File: src/rtl/cadence_power_tick_converter_core_macros.svh
// Assertion macros shared by the cadence and power tick converter RTL.
// No dependencies; included by the modules that carry assertions.
`ifndef CADENCE_POWER_TICK_CONVERTER_CORE_MACROS_SVH
`define CADENCE_POWER_TICK_CONVERTER_CORE_MACROS_SVH

`ifndef SYNTHESIS
// Concurrent check on an explicit clock and synchronous reset.
`define CPTC_ASSERT_CLK(lbl, clk_sig, rst_sig, prop, msg) \
  lbl: assert property (@(posedge clk_sig) disable iff (rst_sig) prop) else $error(msg);
// Concurrent check on the module clock clk and reset rst.
`define CPTC_ASSERT(lbl, prop, msg) \
  `CPTC_ASSERT_CLK(lbl, clk, rst, prop, msg)
`else
`define CPTC_ASSERT_CLK(lbl, clk_sig, rst_sig, prop, msg)
`define CPTC_ASSERT(lbl, prop, msg)
`endif

`endif

File: src/rtl/cptc_pkg.sv
// Package for the cadence and power tick converter: widths, constants and pipeline types.
// No dependencies; imported by every module of the block.
`timescale 1ns / 1ps

package cptc_pkg;

  // Input and output field widths.
  localparam int RpmW    = 8;
  localparam int WattsW  = 16;
  localparam int TicksW  = 16;
  localparam int InDataW = 24;
  localparam int OutDataW = 56;

  // Conversion constants.
  localparam logic [16:0] PERIOD_NUM   = 17'd122880;
  localparam logic [15:0] EVENT_NUM    = 16'd61440;
  localparam logic [18:0] TORQUE_NUM   = 19'd305577;
  localparam logic [9:0]  TORQUE_SCALE = 10'd1000;
  localparam logic [8:0]  TORQUE_HALF  = 9'(TORQUE_SCALE / 2);

  // Divider geometry: every lane divides a 35-bit dividend by an 18-bit divisor
  // and produces a 25-bit quotient, five quotient bits per pipeline stage.
  localparam int DividendW  = 35;
  localparam int DenW       = 18;
  localparam int QuotW      = 25;
  localparam int StepsPerStg = 5;
  localparam int NumStages  = QuotW / StepsPerStg;
  localparam int NumLanes   = 3;

  // Lane assignment.
  localparam logic [1:0] LANE_PERIOD = 2'd0;
  localparam logic [1:0] LANE_EVENT  = 2'd1;
  localparam logic [1:0] LANE_TORQUE = 2'd2;

  // One long-division lane: partial remainder, dividend bits still to shift in
  // (quotient bits fill in from the bottom), and the divisor.
  typedef struct packed {
    logic [DenW-1:0]  rem;
    logic [QuotW-1:0] work;
    logic [DenW-1:0]  den;
  } lane_t;

  // Contents of one pipeline register.
  typedef struct packed {
    logic                      valid;
    logic                      zero;
    lane_t [NumLanes-1:0]      lane;
  } pipe_t;

endpackage

File: src/rtl/cadence_power_tick_converter_core.sv
// A request passes the prep register and the five divider registers; the last is the output register.
// Throughput: one request per cycle while the output is not stalled; the prep stage and five
// divider stages each take one item and advance together, five quotient bits per divider stage.
// A stalled output holds the whole pipeline; a new request is taken whenever the output
// register is empty or being drained. Reset is synchronous and clears all valid bits.
`timescale 1ns / 1ps
`include "cadence_power_tick_converter_core_macros.svh"

module cadence_power_tick_converter_core
  import cptc_pkg::*;
(
  input  logic                clk,
  input  logic                rst,
  input  logic                s_axis_tvalid,
  output logic                s_axis_tready,
  // [7:0] rpm, [23:8] watts
  input  logic [InDataW-1:0]  s_axis_tdata,
  output logic                m_axis_tvalid,
  input  logic                m_axis_tready,
  // [15:0] period_ticks, [16] period_wrapped, [32:17] event_ticks,
  // [48:33] torque_ticks, [49] torque_wrapped, [55:50] zero
  output logic [OutDataW-1:0] m_axis_tdata
);

  pipe_t              stg [0:NumStages];
  logic               en;
  logic [QuotW-1:0]   period_q;
  logic [QuotW-1:0]   event_q;
  logic [QuotW-1:0]   torque_q;
  logic [TicksW-1:0]  period_ticks;
  logic [TicksW-1:0]  event_ticks;
  logic [TicksW-1:0]  torque_ticks;
  logic               period_wrapped;
  logic               torque_wrapped;

  // The pipeline moves whenever the output register is free or drained.
  assign en            = !stg[NumStages].valid || m_axis_tready;
  assign s_axis_tready = en;

  // Input stage.
  cptc_prep u_prep (
    .clk      (clk),
    .rst      (rst),
    .en       (en),
    .in_valid (s_axis_tvalid),
    .rpm      (s_axis_tdata[RpmW-1:0]),
    .watts    (s_axis_tdata[RpmW+WattsW-1:RpmW]),
    .pipe_q   (stg[0])
  );

  // Divider stages; the last one is the output register.
  for (genvar i = 0; i < NumStages; i++) begin : g_div
    cptc_div_stage u_div (
      .clk    (clk),
      .rst    (rst),
      .en     (en),
      .pipe_d (stg[i]),
      .pipe_q (stg[i+1])
    );
  end

  // Format the result; a zero rate forces every field to zero.
  always_comb begin
    period_q = stg[NumStages].lane[LANE_PERIOD].work;
    event_q  = stg[NumStages].lane[LANE_EVENT].work;
    torque_q = stg[NumStages].lane[LANE_TORQUE].work;
    if (stg[NumStages].zero) begin
      period_ticks   = '0;
      period_wrapped = 1'b0;
      event_ticks    = '0;
      torque_ticks   = '0;
      torque_wrapped = 1'b0;
    end else begin
      period_ticks   = period_q[TicksW-1:0];
      period_wrapped = |period_q[QuotW-1:TicksW];
      event_ticks    = event_q[TicksW-1:0];
      torque_ticks   = torque_q[TicksW-1:0];
      torque_wrapped = |torque_q[QuotW-1:TicksW];
    end
  end

  assign m_axis_tvalid = stg[NumStages].valid;
  assign m_axis_tdata  = {6'd0, torque_wrapped, torque_ticks, event_ticks,
                          period_wrapped, period_ticks};

  // The event time is at most 61440 ticks and never wraps.
  `CPTC_ASSERT(a_event_no_wrap, (m_axis_tvalid && !stg[NumStages].zero) |-> (event_q <= QuotW'(EVENT_NUM)), "event quotient above its bound")
  // The period only wraps at the lowest rate, rpm 1, and its quotient never exceeds 122880.
  `CPTC_ASSERT(a_period_wrap_range, (m_axis_tvalid && period_wrapped) |-> (period_q <= QuotW'(PERIOD_NUM)), "period quotient above its bound")
  // A zero rate gives an all-zero result word.
  `CPTC_ASSERT(a_zero_rate_clear, (m_axis_tvalid && stg[NumStages].zero) |-> (m_axis_tdata == '0), "zero rate gave a nonzero result")

endmodule

File: src/rtl/cptc_prep.sv
// Input stage of the tick converter: forms the three dividends and divisors.
// Depends on cptc_pkg.
`timescale 1ns / 1ps

module cptc_prep
  import cptc_pkg::*;
(
  input  logic              clk,
  input  logic              rst,
  input  logic              en,
  input  logic              in_valid,
  input  logic [RpmW-1:0]   rpm,
  input  logic [WattsW-1:0] watts,
  output pipe_t             pipe_q
);

  logic [DividendW-1:0] torque_num;
  logic [DividendW-1:0] period_num;
  logic [DividendW-1:0] event_num;
  logic [DenW-1:0]      torque_den;
  logic [DenW-1:0]      rate_den;
  pipe_t                pipe_next;

  // Rounded quotient is floor((n + d/2) / d); d/2 of rpm*1000 is rpm*500 exactly.
  // Operands are widened first so the products keep every bit.
  always_comb begin
    torque_num = DividendW'(watts) * DividendW'(TORQUE_NUM)
               + DividendW'(rpm) * DividendW'(TORQUE_HALF);
    torque_den = DenW'(rpm) * DenW'(TORQUE_SCALE);
    rate_den   = DenW'(rpm);
    period_num = DividendW'(PERIOD_NUM) + DividendW'(rpm >> 1);
    event_num  = DividendW'(EVENT_NUM) + DividendW'(rpm >> 1);
  end

  // Seed each lane: the top dividend bits are already below the divisor.
  always_comb begin
    pipe_next.valid = in_valid;
    pipe_next.zero  = (rpm == '0);
    pipe_next.lane[LANE_PERIOD].rem  = DenW'(period_num[DividendW-1:QuotW]);
    pipe_next.lane[LANE_PERIOD].work = period_num[QuotW-1:0];
    pipe_next.lane[LANE_PERIOD].den  = rate_den;
    pipe_next.lane[LANE_EVENT].rem   = DenW'(event_num[DividendW-1:QuotW]);
    pipe_next.lane[LANE_EVENT].work  = event_num[QuotW-1:0];
    pipe_next.lane[LANE_EVENT].den   = rate_den;
    pipe_next.lane[LANE_TORQUE].rem  = DenW'(torque_num[DividendW-1:QuotW]);
    pipe_next.lane[LANE_TORQUE].work = torque_num[QuotW-1:0];
    pipe_next.lane[LANE_TORQUE].den  = torque_den;
  end

  // Stage register; only the valid bit is reset.
  always_ff @(posedge clk) begin
    if (rst) begin
      pipe_q.valid <= 1'b0;
    end else if (en) begin
      pipe_q <= pipe_next;
    end
  end

endmodule

File: src/rtl/cptc_div_stage.sv
// One divider stage of the tick converter: five restoring-division steps per lane.
// Depends on cptc_pkg and the assertion macro header.
`timescale 1ns / 1ps
`include "cadence_power_tick_converter_core_macros.svh"

module cptc_div_stage
  import cptc_pkg::*;
(
  input  logic  clk,
  input  logic  rst,
  input  logic  en,
  input  pipe_t pipe_d,
  output pipe_t pipe_q
);

  pipe_t           pipe_next;
  logic [DenW:0]   trial;
  logic            fits;

  // Shift one dividend bit into the remainder, subtract the divisor when it fits.
  always_comb begin
    pipe_next = pipe_d;
    trial     = '0;
    fits      = 1'b0;
    for (int s = 0; s < StepsPerStg; s++) begin
      for (int l = 0; l < NumLanes; l++) begin
        trial = {pipe_next.lane[l].rem, pipe_next.lane[l].work[QuotW-1]};
        fits  = (trial >= {1'b0, pipe_next.lane[l].den});
        pipe_next.lane[l].work = {pipe_next.lane[l].work[QuotW-2:0], fits};
        if (fits) begin
          pipe_next.lane[l].rem = DenW'(trial - {1'b0, pipe_next.lane[l].den});
        end else begin
          pipe_next.lane[l].rem = trial[DenW-1:0];
        end
      end
    end
  end

  // Stage register; only the valid bit is reset.
  always_ff @(posedge clk) begin
    if (rst) begin
      pipe_q.valid <= 1'b0;
    end else if (en) begin
      pipe_q <= pipe_next;
    end
  end

  // The partial remainder stays below the divisor for every nonzero rate.
  `CPTC_ASSERT(a_rem_below_den, (pipe_q.valid && !pipe_q.zero) |-> ((pipe_q.lane[0].rem < pipe_q.lane[0].den) && (pipe_q.lane[1].rem < pipe_q.lane[1].den) && (pipe_q.lane[2].rem < pipe_q.lane[2].den)), "divider remainder not below divisor")
  // A stalled stage keeps its contents.
  `CPTC_ASSERT(a_stall_holds, (!en && pipe_q.valid) |=> $stable(pipe_q), "stage changed while stalled")
  // Both rate lanes always divide by the same rpm.
  `CPTC_ASSERT(a_rate_den_match, pipe_q.valid |-> (pipe_q.lane[0].den == pipe_q.lane[1].den), "period and event divisors differ")

endmodule
File: config.mk
export PLATFORM = sky130hd
export DESIGN_NAME = cadence_power_tick_converter_core
export DESIGN_NICKNAME = d
export VERILOG_FILES = /design/src/rtl/cptc_pkg.sv /design/src/rtl/cadence_power_tick_converter_core.sv /design/src/rtl/cptc_prep.sv /design/src/rtl/cptc_div_stage.sv
export VERILOG_INCLUDE_DIRS = /design/src /design/src/rtl
export SDC_FILE = /design/constraint.sdc
export NUM_CORES = 2
export LEC_CHECK = 0
export ABC_AREA = 1
export BUFFER_PORTS_ARGS = -buffer_cell sky130_fd_sc_hd__buf_2
export CAP_MARGIN = 20
export CORE_MARGIN = 2
export CORE_UTILIZATION = 53
export CTS_CLUSTER_SIZE = 14
export DETAILED_ROUTE_END_ITERATION = 8
export PLACE_DENSITY = 0.81
export SLEW_MARGIN = 20
export SYNTH_ARGS = -nofsm -noshare
export SYNTH_HDL_FRONTEND = slang
export SYNTH_SLANG_ARGS = --single-unit
export TNS_END_PERCENT = 100
File: constraint.sdc
create_clock -name clk -period 30.6 [get_ports clk]
set_input_delay 3.06 -clock clk [delete_from_list [all_inputs] [get_ports clk]]
set_output_delay 3.06 -clock clk [all_outputs]
set_load 0.03 [all_outputs]
==> results by group <==
Status
  – Status: finished with violations
  – Failing checks: DRC

Place
  – I/O Buffers: 79
  – HPWL Detailed: 159000 um
  – Gpl congestion: 0.982

Finish
  – Area growth from synthesis to layout: 6.23%
  – Nets: 11200
  – Share of cells above drive strength 1: 0.0648
  – Most common cell after layout, fill and taps aside: nand2_1
  – Commonest non-fill, non-tap cells in the layout: nand2_1, inv_1, nor2_1

Floorplan
  – Io pins: 86
  – Placement row count: 136
  – Die Y: 377 um
  – Starting Density: 0.534
  – Core area: 0.138 sq mm
  – Die ar.: 0.142 sq mm
  – Chip Width: 377 um

Synthesis
  – Yosys warning total: 0
  – Top cell type's share of synthesized area: 0.236
  – Synth Cell Area: 0.0736 sq mm
  – Ys async rst share: 0
  – Leading register cell type out of synthesis: edfxtp_1
  – Area contributors post-synth: edfxtp_1, ha_1, nand2_1, inv_1, a21oi_1
  – Synth unique cells: 71
  – Sequential-to-total area share from yosys stat: 0.238
  – Synth Instances: 10200
  – EDFF count, synth: 578
  – Yosys reg bits: 584
  – Cell taking the most area after synthesis: edfxtp_1
  – Avg Synthesized Cell Area: 7.23 sq um

Setup path
  – CP max FO: 29
  – Worst r2r src: g_div[2].u_div.pipe_q[127]
  – Worst R2R End: g_div[3].u_div.pipe_q[176]
  – CP required: 31.01 ns
  – Worst path bufs/invs: 10
  – Crit path to: g_div[3].u_div.pipe_q[176]
  – R2r setup slk: 13.32 ns
  – Delay-heaviest family, CP: compound AO/OA/AOI/OAI gates
  – Class of the most critical setup path: reg2reg
  – Cell repeated most along the worst path: a21oi_1
  – Crit. End Element: flop
  – Slowest cell on the critical path: nand3_1
  – Worst Reg-to-Reg Cells: 87
  – Startpoint Class: flop
  – Worst Setup SP: g_div[2].u_div.pipe_q[127]
  – Largest stage delay, worst path: 0.70 ns
  – Arrival time at the worst endpoint: 17.69 ns
  – WP depth: 87

Timing
  – Period utilization: 0.565
  – Pin slew with the least headroom to its limit: 1.11 ns
  – Final slew viol count: 0
  – RSZ-0062 raised after global routing: false
  – Setup TNS: 0 ns
  – Period minus WS final: 17.28 ns
  – Final Skew: 0.0508 ns
  – Slew headroom: 0.261
  – Final Hold Fails: 0
  – Max Clk Rate: 57.9 MHz
  – Finish-stage setup viols: 0

Detailed routing
  – WL/cell: 16.5 um
  – DR vias: 68100
  – ANT nets after route: 0
  – DR iter-0 viols: 5244
  – Drt first pass iters: 9
  – Vias per cell: 5.64
  – WL final: 199000 um
  – DRC: 1

Clock network
  – Cts repair resizes: 0
  – Clk sink count: 584
  – CTS tree: done
  – Hold_buf cts: 0
  – H-tree depth: 3
  – CTS root buf: clkbuf_16
  – Clk_lat worst skew: 0.73 ns
  – Max clock buf depth: 3
  – CTS buffer count: 74
  – # Post-CTS Setup Buffers: 0
  – Clock transition at the registers of the reported paths: 0.07 ns

Global routing
  – Vias in the first global route: 65200
  – First-pass GRT wire length: 322000 um
  – Initial antenna violation count: 8
  – GRT Util Overall: 0.274
  – Total grt overflow: 0
  – Largest net degree at the start of global routing: 184

Job
  – Max-Cap Viols: 0

Min path
  – Worst hold path class: reg2reg
==> sequential cells by signal, indices dropped and copies added (netlist names) <==
signal / cells
u_prep.pipe_q: 58
g_div.u_div.pipe_q: 526
==> stage by stage <==
stage / cells / cell area (sq um) / utilization / setup slack (ns) / hold slack, ns
6_report: 12100 / 78200 / 0.568 / 13.32 / 0.394
3_5_place_dp: 11900 / 75600 / 0.549 / 13.70 / 0.405
3_3_place_gp: 11900 / 75600 / 0.549 / 13.98 / 0.401
5_1_grt: 12100 / 78200 / 0.568 / 11.61 / 0.411
2_1_floorplan: 10200 / 73600 / - / 2.00 / 0.400
4_1_cts: 12100 / 78200 / 0.568 / 13.63 / 0.381
==> logic make-up (layout without fill, tap and decap cells) <==
| group | Yosys count | in the layout | synth area share |
|---|---|---|---|
| XOR/XNOR | 636 | 636 | 0.0757 |
| multiplexers | 8 | 8 | 0.00116 |
| flip-flops | 584 | 584 | 0.238 |
| adder cells (fa/ha/maj) | 1011 | 1011 | 0.188 |
| buffers and inverters | 1671 | 1756 | 0.0900 |
| AND/OR/NAND/NOR | 4512 | 4512 | 0.275 |
| AO/OA/AOI/OAI | 1748 | 1748 | 0.133 |
| other | 1 | 13 | 0.0000510 |
==> worst register-to-register path, delay by kind of cell, from the launching register on <==
kind / cells / cell delay (ns)
mux: 1 / 0.45
simple gates: 22 / 4.62
fa+ha+maj: 5 / 1.85
flops: 1 / 0.48
buf+inv: 10 / 1.68
compound gates: 49 / 7.89
==> synth_stat cells, types with 27 or more instances <==
| cell type | number |
|---|---|
| inv_2 | 33 |
| nand2_1 | 2217 |
| edfxtp_1 | 578 |
| o21bai_1 | 112 |
| a31oi_1 | 27 |
| clkbuf_1 | 82 |
| nand3_1 | 656 |
| o21ai_0 | 607 |
| or2_2 | 49 |
| o211ai_1 | 30 |
| nand2_2 | 102 |
| ha_1 | 849 |
| nor4_1 | 32 |
| inv_1 | 1460 |
| o21ai_1 | 38 |
| xnor2_1 | 216 |
| nand3b_1 | 46 |
| a21oi_1 | 755 |
| nand3_2 | 52 |
| nor2_2 | 64 |
| nor2_1 | 876 |
| nand4_1 | 201 |
| buf_6 | 32 |
| fa_1 | 162 |
| nor3_1 | 119 |
| xor2_1 | 420 |
| o21ai_2 | 31 |
==> per-layer routing <==
metal  vias up  wire length, um  global-route usage
met2      1973            94800               0.479
met4         6             7350               0.105
met3       421            11500              0.0334
met5         -               46                   0
li1      34100                -                   -
met1     31600            85000               0.345
==> how the worst min path moves through the flow <==
stage	start	endpoint	slack, ns	depth (start not counted)
CTS	g_div[1].u_div.pipe_q[141]	g_div[2].u_div.pipe_q[146]	0.38	0
floorplan	u_prep.pipe_q[140]	g_div[0].u_div.pipe_q[145]	0.40	0
detailed placement	u_prep.pipe_q[148]	g_div[0].u_div.pipe_q[153]	0.40	0
finish	g_div[1].u_div.pipe_q[141]	g_div[2].u_div.pipe_q[146]	0.39	0
global placement	g_div[3].u_div.pipe_q[83]	g_div[4].u_div.pipe_q[88]	0.40	0
global route	g_div[3].u_div.pipe_q[27]	g_div[4].u_div.pipe_q[32]	0.41	0
==> cell type report <==
cell class	instances	area [sq um]
clock inverters	56	677
well taps	1794	2240
flip-flops and latches	584	17500
inverters	1508	5670
clock buffers	80	1880
diodes	4	10.0
fillers	12800	59500
multi-input cells	7924	49500
repair buffers	112	681
Power is not shown: default switching activity piles up to over one toggle a cycle in this logic, so the estimate is an artifact.
